File: config.mk
export PLATFORM = sky130hd
export DESIGN_NAME = sorted_priority_queue_flat
export DESIGN_NICKNAME = d
export VERILOG_FILES = /design/src/sv/spq_pkg.sv /design/src/sv/spq_if.sv /design/src/sv/sorted_priority_queue.sv /design/src/sv/spq_ctrl.sv /design/src/sv/spq_datapath.sv /design/src/flat_wrapper.sv
export VERILOG_INCLUDE_DIRS = /design/src /design/src/sv
export SDC_FILE = /design/constraint.sdc
export NUM_CORES = 2
export LEC_CHECK = 0
export ABC_AREA = 1
export ABC_CLOCK_PERIOD_IN_PS = 7600
export BUFFER_PORTS_ARGS = -buffer_cell sky130_fd_sc_hd__buf_2
export CORE_MARGIN = 5
export CORE_UTILIZATION = 60
export DETAILED_ROUTE_END_ITERATION = 10
export PLACE_DENSITY = 0.89
export SLEW_MARGIN = 20
export SYNTH_ARGS = -nofsm -noshare
export SYNTH_HDL_FRONTEND = slang
export SYNTH_HIERARCHICAL = 1
export SYNTH_SLANG_ARGS = --single-unit
File: constraint.sdc
create_clock -name clock -period 7.6 [get_ports clock]
set_clock_uncertainty 0.05 [all_clocks]
set_input_delay 2.28 -clock clock [delete_from_list [all_inputs] [get_ports clock]]
set_output_delay 2.28 -clock clock [all_outputs]
set_load 0.02 [all_outputs]
File: src/sv/sorted_priority_queue_assert.svh
// ----------------------------------------------------------------------------
// Sorted priority queue assertion macros
// Concurrent assertion wrappers, compiled out when SYNTH is defined.
// ----------------------------------------------------------------------------
`ifndef SORTED_PRIORITY_QUEUE_ASSERT_SVH
`define SORTED_PRIORITY_QUEUE_ASSERT_SVH

`ifndef SYNTH

// Check that a property holds at every clock edge outside reset.
`define SPQ_ASSERT(label, clk, rst, prop, msg) \
   label: assert property (@(posedge clk) disable iff (rst) (prop)) else $error(msg);

// Check that a condition never occurs outside reset.
`define SPQ_ASSERT_NEVER(label, clk, rst, expr, msg) \
   label: assert property (@(posedge clk) disable iff (rst) !(expr)) else $error(msg);

`else

`define SPQ_ASSERT(label, clk, rst, prop, msg)
`define SPQ_ASSERT_NEVER(label, clk, rst, expr, msg)

`endif

`endif

File: src/sv/spq_pkg.sv
`timescale 1ns / 1ps
// ----------------------------------------------------------------------------
// Sorted priority queue package
// Sizes, operation and status codes, and controller command type.
// ----------------------------------------------------------------------------
package spq_pkg;

   localparam int DEPTH     = 16;
   localparam int TAG_WIDTH = 32;
   localparam int COUNT_W   = $clog2(DEPTH + 1);

   typedef enum logic {
      OP_INSERT = 1'b0,
      OP_REMOVE = 1'b1
   } op_type;

   typedef enum logic [1:0] {
      STATUS_OK    = 2'd0,
      STATUS_FULL  = 2'd1,
      STATUS_EMPTY = 2'd2
   } status_type;

   // Command from the controller to the datapath.
   typedef struct packed {
      logic exec;    // apply the accepted transaction this cycle
      logic op;      // operation of that transaction
   } cmd_type;

endpackage

File: src/sv/spq_if.sv
`timescale 1ns / 1ps
// ----------------------------------------------------------------------------
// Sorted priority queue channels
// Request and response valid/ready channels with their payloads.
// ----------------------------------------------------------------------------
interface spq_req_if;
   logic               valid;
   logic               ready;
   logic               op;
   logic [31:0]        data_tag;
   logic signed [15:0] priority_req;

   modport source (output valid, output op, output data_tag, output priority_req,
                   input ready);
   modport sink   (input valid, input op, input data_tag, input priority_req,
                   output ready);
endinterface

interface spq_rsp_if;
   logic               valid;
   logic               ready;
   logic [31:0]        out_tag;
   logic signed [15:0] out_priority;
   logic [1:0]         status;
   logic [4:0]         entry_count;

   modport source (output valid, output out_tag, output out_priority,
                   output status, output entry_count, input ready);
   modport sink   (input valid, input out_tag, input out_priority,
                   input status, input entry_count, output ready);
endinterface

File: src/sv/sorted_priority_queue.sv
`timescale 1ns / 1ps
// ----------------------------------------------------------------------------
// Sorted priority queue
// Bounded queue of tagged entries kept in ascending signed priority order.
// ----------------------------------------------------------------------------
// Each request transaction is an insert or a remove, and each one yields exactly
// one response transaction in the cycle after it is accepted. A new request is
// taken every cycle while rsp.ready is high: the response register frees up in
// the same cycle the waiting response is taken, so throughput is one transaction
// per clock and is set by the update of the shift-and-compare entry cells. Each
// cell compares its priority with the incoming one; an insert lands behind every
// entry of lower or equal priority (ties leave in arrival order) and the cells
// behind it shift down one place, while a remove shifts all cells up one place.
// Insert when full reports status full, remove when empty reports status empty,
// and neither changes the queue. Only the fill count and controller state are
// cleared by reset; the block is ready from the first cycle with no clearing pass.
// ----------------------------------------------------------------------------
`include "sorted_priority_queue_assert.svh"

module sorted_priority_queue (
   input  logic       clock,
   input  logic       reset,
   spq_req_if.sink    req,
   spq_rsp_if.source  rsp
);

   spq_pkg::cmd_type cmd;

   // Hold the response register state and decide when to accept.
   spq_ctrl u_ctrl (
      .clock     (clock),
      .reset     (reset),
      .req_valid (req.valid),
      .req_op    (req.op),
      .req_ready (req.ready),
      .rsp_valid (rsp.valid),
      .rsp_ready (rsp.ready),
      .cmd       (cmd)
   );

   // Advance the entry cells and capture the response on each execute.
   spq_datapath u_datapath (
      .clock        (clock),
      .reset        (reset),
      .cmd          (cmd),
      .data_tag     (req.data_tag),
      .priority_req (req.priority_req),
      .out_tag      (rsp.out_tag),
      .out_priority (rsp.out_priority),
      .status       (rsp.status),
      .entry_count  (rsp.entry_count)
   );

   // A full report always comes with a full queue.
   `SPQ_ASSERT(a_full_count, clock, reset, (rsp.valid && rsp.status == spq_pkg::STATUS_FULL) |-> (rsp.entry_count == 5'(spq_pkg::DEPTH)), "full status with partial count")
   // An empty report always comes with an empty queue.
   `SPQ_ASSERT(a_empty_count, clock, reset, (rsp.valid && rsp.status == spq_pkg::STATUS_EMPTY) |-> (rsp.entry_count == 5'd0), "empty status with nonzero count")
   // Never overwrite a response that is still waiting.
   `SPQ_ASSERT_NEVER(a_no_overwrite, clock, reset, req.valid && req.ready && rsp.valid && !rsp.ready, "response overwritten")
   // Every accepted transaction shows its response on the next cycle.
   `SPQ_ASSERT(a_rsp_follows, clock, reset, (req.valid && req.ready) |=> rsp.valid, "response missing after accept")

endmodule

File: src/sv/spq_ctrl.sv
`timescale 1ns / 1ps
// ----------------------------------------------------------------------------
// Sorted priority queue controller
// Tracks the response register and issues execute commands.
// ----------------------------------------------------------------------------
module spq_ctrl (
   input  logic             clock,
   input  logic             reset,
   input  logic             req_valid,
   input  logic             req_op,
   output logic             req_ready,
   output logic             rsp_valid,
   input  logic             rsp_ready,
   output spq_pkg::cmd_type cmd
);

   typedef enum logic {
      S_EMPTY,
      S_HOLD
   } state_type;

   state_type state_ff, state_in;
   logic      accept;

   // Take a new transaction when no result waits or the waiting one leaves now.
   assign req_ready = (state_ff == S_EMPTY) || rsp_ready;
   assign accept    = req_valid && req_ready;
   assign rsp_valid = (state_ff == S_HOLD);

   assign cmd.exec = accept;
   assign cmd.op   = req_op;

   always_comb begin
      state_in = state_ff;
      case (state_ff)
         S_EMPTY: begin
            if (accept) state_in = S_HOLD;
         end
         S_HOLD: begin
            if (rsp_ready && !accept) state_in = S_EMPTY;
         end
         default: state_in = S_EMPTY;
      endcase
   end

   always_ff @(posedge clock) begin
      if (reset) begin
         state_ff <= S_EMPTY;
      end else begin
         state_ff <= state_in;
      end
   end

endmodule

File: src/sv/spq_datapath.sv
`timescale 1ns / 1ps
// ----------------------------------------------------------------------------
// Sorted priority queue datapath
// Shift-and-compare entry cells, fill count and response register.
// ----------------------------------------------------------------------------
module spq_datapath (
   input  logic                     clock,
   input  logic                     reset,
   input  spq_pkg::cmd_type         cmd,
   input  logic [31:0]              data_tag,
   input  logic signed [15:0]       priority_req,
   output logic [31:0]              out_tag,
   output logic signed [15:0]       out_priority,
   output logic [1:0]               status,
   output logic [4:0]               entry_count
);

   localparam int DEPTH = spq_pkg::DEPTH;
   localparam int TW    = spq_pkg::TAG_WIDTH;
   localparam int CW    = spq_pkg::COUNT_W;

   logic [TW-1:0]        tag_ff  [DEPTH];
   logic [TW-1:0]        tag_in  [DEPTH];
   logic signed [15:0]   prio_ff [DEPTH];
   logic signed [15:0]   prio_in [DEPTH];
   logic [CW-1:0]        count_ff, count_in;
   logic [TW-1:0]        otag_ff, otag_in;
   logic signed [15:0]   oprio_ff, oprio_in;
   spq_pkg::status_type  status_ff, status_in;

   logic [DEPTH-1:0]     le;
   logic [TW-1:0]        new_tag;
   logic                 full, empty, do_ins, do_rem;

   assign new_tag = TW'(data_tag);
   assign full    = (count_ff == CW'(DEPTH));
   assign empty   = (count_ff == '0);
   assign do_ins  = cmd.exec && (cmd.op == spq_pkg::OP_INSERT) && !full;
   assign do_rem  = cmd.exec && (cmd.op == spq_pkg::OP_REMOVE) && !empty;

   // Flag each stored cell that sorts ahead of the incoming entry.
   always_comb begin
      for (int i = 0; i < DEPTH; i++) begin
         le[i] = (CW'(i) < count_ff) && (prio_ff[i] <= priority_req);
      end
   end

   always_comb begin
      for (int i = 0; i < DEPTH; i++) begin
         tag_in[i]  = tag_ff[i];
         prio_in[i] = prio_ff[i];
      end
      if (do_ins) begin
         if (!le[0]) begin
            tag_in[0]  = new_tag;
            prio_in[0] = priority_req;
         end
         for (int i = 1; i < DEPTH; i++) begin
            if (!le[i]) begin
               if (le[i-1]) begin
                  tag_in[i]  = new_tag;
                  prio_in[i] = priority_req;
               end else begin
                  tag_in[i]  = tag_ff[i-1];
                  prio_in[i] = prio_ff[i-1];
               end
            end
         end
      end else if (do_rem) begin
         for (int i = 0; i < DEPTH - 1; i++) begin
            tag_in[i]  = tag_ff[i+1];
            prio_in[i] = prio_ff[i+1];
         end
      end
   end

   always_comb begin
      count_in  = count_ff;
      otag_in   = otag_ff;
      oprio_in  = oprio_ff;
      status_in = status_ff;
      if (cmd.exec) begin
         otag_in   = '0;
         oprio_in  = '0;
         status_in = spq_pkg::STATUS_OK;
         if (cmd.op == spq_pkg::OP_INSERT) begin
            if (full) status_in = spq_pkg::STATUS_FULL;
            else      count_in  = count_ff + CW'(1);
         end else begin
            if (empty) begin
               status_in = spq_pkg::STATUS_EMPTY;
            end else begin
               otag_in  = tag_ff[0];
               oprio_in = prio_ff[0];
               count_in = count_ff - CW'(1);
            end
         end
      end
   end

   always_ff @(posedge clock) begin
      if (reset) begin
         count_ff <= '0;
      end else begin
         count_ff <= count_in;
      end
   end

   always_ff @(posedge clock) begin
      for (int i = 0; i < DEPTH; i++) begin
         tag_ff[i]  <= tag_in[i];
         prio_ff[i] <= prio_in[i];
      end
      otag_ff   <= otag_in;
      oprio_ff  <= oprio_in;
      status_ff <= status_in;
   end

   assign out_tag      = 32'(otag_ff);
   assign out_priority = oprio_ff;
   assign status       = status_ff;
   assign entry_count  = 5'(count_ff);

endmodule
File: src/flat_wrapper.sv
// flat-port wrapper written by rule: the top's interface ports become plain ports
module sorted_priority_queue_flat 
  (clock, reset, req_valid, req_op, req_data_tag, req_priority_req, req_ready, rsp_valid, rsp_out_tag, rsp_out_priority, rsp_status, rsp_entry_count, rsp_ready);
  spq_req_if req_i ();
  spq_rsp_if rsp_i ();
  input  logic clock;
  input  logic reset;
  input wire logic [$bits(req_i.valid)-1:0] req_valid;
  input wire logic [$bits(req_i.op)-1:0] req_op;
  input wire logic [$bits(req_i.data_tag)-1:0] req_data_tag;
  input wire logic [$bits(req_i.priority_req)-1:0] req_priority_req;
  output wire logic [$bits(req_i.ready)-1:0] req_ready;
  output wire logic [$bits(rsp_i.valid)-1:0] rsp_valid;
  output wire logic [$bits(rsp_i.out_tag)-1:0] rsp_out_tag;
  output wire logic [$bits(rsp_i.out_priority)-1:0] rsp_out_priority;
  output wire logic [$bits(rsp_i.status)-1:0] rsp_status;
  output wire logic [$bits(rsp_i.entry_count)-1:0] rsp_entry_count;
  input wire logic [$bits(rsp_i.ready)-1:0] rsp_ready;
  assign req_i.valid = req_valid;
  assign req_i.op = req_op;
  assign req_i.data_tag = req_data_tag;
  assign req_i.priority_req = req_priority_req;
  assign req_ready = req_i.ready;
  assign rsp_valid = rsp_i.valid;
  assign rsp_out_tag = rsp_i.out_tag;
  assign rsp_out_priority = rsp_i.out_priority;
  assign rsp_status = rsp_i.status;
  assign rsp_entry_count = rsp_i.entry_count;
  assign rsp_i.ready = rsp_ready;
  sorted_priority_queue u_core (.clock(clock), .reset(reset), .req(req_i), .rsp(rsp_i));
endmodule
**Word level (Yosys, flattened, before mapping)**

Memories as Yosys holds them, arrays and structs flattened.
Index checks and enable logic that the tools add are counted.

- Multiplexer cells: 77
- Bitwise gates (word level): 2
- Order comparisons: 32
- Reduce and logical (&&, ||, !) cells: 29
- Equality and inequality tests: 3
- $add $sub $neg: 2

Operators by type and width:

| kind | count |
|---|---|
| 32-bit 2-to-1 mux | 32 |
| 480-bit 2-to-1 mux | 2 |
| 16-bit 2-to-1 mux | 32 |
| 240-bit 2-to-1 mux | 2 |
| 16-bit less-or-equal comparator | 16 |
| 4-bit by 5-bit < comparator with 1-bit output (first input constant) | 8 |
| 1-bit logical AND | 22 |
| 3-bit by 5-bit < comparator with 1-bit output (first input constant) | 4 |
| 5-bit 2-to-1 mux | 3 |
| 1-bit by 5-bit < comparator with 1-bit output (first input constant) | 2 |
| 2-bit by 5-bit < comparator with 1-bit output (first input constant) | 2 |
| 5-bit by 1-bit adder with 5-bit output (second input constant) | 1 |
| 5-bit equality test (second input constant) | 1 |
| 5-bit zero test | 1 |
| 5-bit by 1-bit subtractor with 5-bit output (second input constant) | 1 |
| 2-bit 2-to-1 mux | 2 |
| 2-bit != test (second input constant) | 2 |
| 1-bit zero test | 3 |
| 1-bit 2-to-1 mux | 3 |
| 3-bit AND reduction | 1 |
| 1-bit NOT | 2 |
| 1-bit one-hot mux with 2 select lines | 1 |
| 2-bit OR reduction | 1 |
| 1-bit logical OR | 1 |

- Input bits: 53
- Memories: 2
- Word-level logic and storage cells: 152
- Register bits after elaboration: 56
- Bits in writable memories: 768
- Output and inout bits: 57

Memories:

| memory | words | bits a word | rd ports | clocked after memory_dff | wr ports | line | text |
|---|---|---|---|---|---|---|---|
| u_core.u_datapath.tag_ff | 16 | 32 | 16 | 0 | 16 | spq_datapath.sv:22 | `logic [TW-1:0] tag_ff [DEPTH];` |
| u_core.u_datapath.prio_ff | 16 | 16 | 16 | 0 | 16 | spq_datapath.sv:24 | `logic signed [15:0] prio_ff [DEPTH];` |

**Logic depth before layout (Yosys ltp)**

- Word-level depth: 7
- Gate-level depth with buffers: 20

**Hierarchy**

Netlist, hierarchy kept.

Modules (own cells, without submodules):

| module | cells each | area an instance (um^2) | instances |
|---|---|---|---|
| spq_datapath | 6,505 | 49,413.6 | 1 |
| spq_ctrl | 8 | 62.6 | 1 |

**Worst setup path before layout**

No wires, ideal clock.

- Path type: input port to flip-flop
- From: input port req_valid
- To: memory u_core.u_datapath.prio_ff[15][0], in the netlist u_core/u_datapath/prio_ff[1][112], enable pin
- Data required time: 7,081 ps
- Slack: 1,105 ps
- Buffers on the path: 3
- Stages: 9
- Data arrival time: 5,976 ps
- Cells stage by stage: inv_1 -> a21oi_1 -> buf_4 -> inv_1 -> nor2_1 -> nand2_4 -> clkbuf_1 -> clkbuf_1 -> a21oi_1

RTL lines:

| what | line | text |
|---|---|---|
| from (decl) | flat_wrapper.sv:8 | `input wire logic [$bits(req_i.valid)-1:0] req_valid;` |
| to (decl) | spq_datapath.sv:24 |  |

==> reports/qor.txt <==
Global-route wire length before repair -> 197000 um
CTS resizes -> 0
Max Cap Violations -> 0
Cells on worst reg2reg path -> 12
Slew headroom -> 19.4%
Total core area -> 82000 um^2
Mean Syn Cell Area -> 7.60 um^2
DRC errors left -> 0
Clk pwr share -> 30.3%
Critical Path Fanout Max -> 48
Comb power frac -> 22.7%
Final setup margin -> 2.11 ns
Crit path largest cell delay -> 0.68 ns
Critical path class -> input pin to flop
Root buf cell -> clkbuf_16
Final-stage net count -> 6778
Post-Syn Area -> 49500 um^2
Worst hold slack -> 0.464 ns
Initial Util -> 60.4%
Most used cell, CP -> nand2_1
Post-Place Cells -> 7445
Top sig layer -> met5
Status -> finished, final reports clean
Worst skew pair latency -> 0.64 ns
Placed instance area -> 50300 um^2
Post-synthesis sequential area ratio -> 49.9%
Hold Vio Cnt, Final -> 0
Hold wc startpoint -> u_core/u_datapath/tag_ff[1][240]
Commonest non-fill, non-tap cell in the layout -> nand2_1
Tcrit/Tclk final -> 72.2%
Gp weighted congestion -> 0.863
Synth async-reset ratio -> 0%
Fin area -> 53000 um^2
Design Power -> 13.2 mW
Clk slew on worst S/H paths -> 0.05 ns
FP Rows -> 105
RSZ-0062 raised after global routing -> no
GR Overflow Total -> 0
# IOs -> 110
Synthesis-stage register bit count -> 824
Aggregate negative setup slack -> 0 ns
Die span in y -> 297 um
CP Data Required Time -> 7.81 ns
FMAX -> 182 MHz
Num CTS Buffers -> 88
CP cell instances -> buf_2, inv_1, ha_1, a21o_1, nand3_1, a21oi_1, nor2_1, nand2_1, nand2_1, nand3_1, buf_4, nand2_2, nand2_1, nand2_2, buf_4
Synth area leader -> edfxtp_1
Switching Fraction -> 31.5%
Internal Power -> 9.05 mW
Area Growth Syn to Fin -> 7.17%
Data arrival, critical path -> 5.70 ns
WL met3 -> 12100 um
Routed WL -> 122000 um
CP max-delay cell -> inv_1
Critical Path Start Type -> input pin
Post-synth EDFFs -> 818
Hold depth -> 2
Cells after synthesis -> 6513
Syn nets -> 6825
Total die area -> 88300 um^2
CP Capture Type -> flop
Slew Viols, Final -> 0
Synth top area share -> 49.6%
Worst ir drop on vdd -> 186 uV
Vias per cell -> 5.36
Pre-CTS setup slack -> 1.50 ns
Deepest clock path buffer count -> 3
1st-iter DRT viols -> 4900
Static leakage -> 30.6 nW
GRT Total Usage -> 26.5%
CTS tree -> yes
Slew at the pin with the worst max-slew slack -> 1.21 ns
Initial antenna violation count -> 9
Post-Route M1 WL -> 51600 um
Ranking of synthesized cells by area -> edfxtp_1 50%, nand2_1 29%, ha_1 6.5%
Worst hold path type -> flop to flop
Setup violators final -> 0
Max H-tree Level -> 3
Warnings from Yosys -> 6
Distinct cells, synth -> 31
WL met2 -> 55800 um
Crit path from -> req_priority_req[9]
DRT Pass-1 Iters -> 7
Port Buffers -> 109
Cts hold-fix bufs -> 0
Total vias in the final route -> 40.8k
TritonCTS sink count -> 824
Largest net degree at the start of global routing -> 257
NetSw -> 4.15 mW
Reg2Reg Launch Point -> u_core/u_datapath/entry_count[0]
WL/cell -> 16.0 um
Non-filler cells in the finished layout -> 7604
Final core occ -> 64.7%
Post-CTS setup repair buffer count -> 0
Share of layout cells above drive strength 1 -> 5.42%
Commonest non-fill, non-tap cells in the layout -> 3778 x nand2_1, 818 x edfxtp_1, 802 x inv_1, 259 x ha_1, 128 x nor2_1
Final min period -> 5.49 ns
Vias in the first global route -> 38.7k
PwrDens -> 249 nW/um^2
Sequential share of power -> 47.0%
Final ANT Viol Nets -> 0
Ys flop type -> edfxtp_1
Die width -> 297 um
DP HPWL -> 84200 um
critical path: cells and delay by family:
kind                     cells  cell delay, ns
AND/OR/NAND/NOR              8            1.09
adder cells (fa/ha/maj)      1            0.38
AO/OA/AOI/OAI                2            0.25
buffers and inverters        4            1.63
worst paths after layout:
path | to | slack (ns)
worst max register to register | u_core/u_datapath/tag_ff[1][124] | 3.36
worst min register to register | u_core/u_datapath/tag_ff[1][208] | 0.46
worst max-delay path | u_core/u_datapath/tag_ff[1][204] | 2.11
worst min-delay path | u_core/u_datapath/tag_ff[1][208] | 0.46
area by class of cell:
class	count	area, um^2
diodes	2	5.00
clock buffers	117	2330
clock inverters	39	279
fillers	6516	29000
inverters	809	3040
multi-input cells	4584	20400
flip-flops and latches	824	24700
well taps	1070	1340
repair buffers	159	978
power groups by stage:
stage,Clock (mW),Combinational [mW],Sequential [mW]
after floorplan,0,2.16,6.24
after global placement,0,2.75,6.26
after detailed placement,0,2.88,6.29
after CTS,4.05,2.93,6.21
after global routing,4.25,3.40,6.26
final,4.00,2.99,6.21
per-layer routing:
metal / track usage [%] / vias to the layer above
met2: 42.6 / 2157
met3: 4.76 / 180
met5: 0 / -
met1: 37.8 / 18479
met4: 6.53 / 6
li1: - / 19961
flip-flops by register name (all words and copies together) (netlist names):
signal                          cells
u_core/u_ctrl/rsp_valid             1
u_core/u_datapath/entry_count       5
u_core/u_datapath/out_priority     16
u_core/u_datapath/out_tag          32
u_core/u_datapath/prio_ff         256
u_core/u_datapath/status            2
u_core/u_datapath/tag_ff          512
logic make-up after synthesis:
kind of cell	after synthesis	synth area share (%)
compound gates	215	2.30
xor+xnor	1	0.0177
fa+ha+maj	259	6.55
buf+inv	1105	9.22
flops	824	49.9
simple gates	4109	32.0
Yosys cell counts, types with 2 or more instances:
| master | instances |
|---|---|
| a21o_1 | 17 |
| a21oi_1 | 100 |
| buf_1 | 8 |
| buf_2 | 106 |
| buf_4 | 49 |
| buf_6 | 11 |
| clkbuf_1 | 120 |
| dfxtp_1 | 6 |
| edfxtp_1 | 818 |
| ha_1 | 259 |
| inv_1 | 802 |
| inv_2 | 7 |
| nand2_1 | 3793 |
| nand2_2 | 36 |
| nand2_4 | 18 |
| nand3_1 | 97 |
| nand4_1 | 17 |
| nor2_1 | 128 |
| nor2_2 | 3 |
| nor3_1 | 16 |
| o21ai_0 | 33 |
| o21ai_1 | 57 |
| o21bai_1 | 3 |
| o31ai_1 | 2 |
Note: power is estimated with default switching activity, not from simulation.
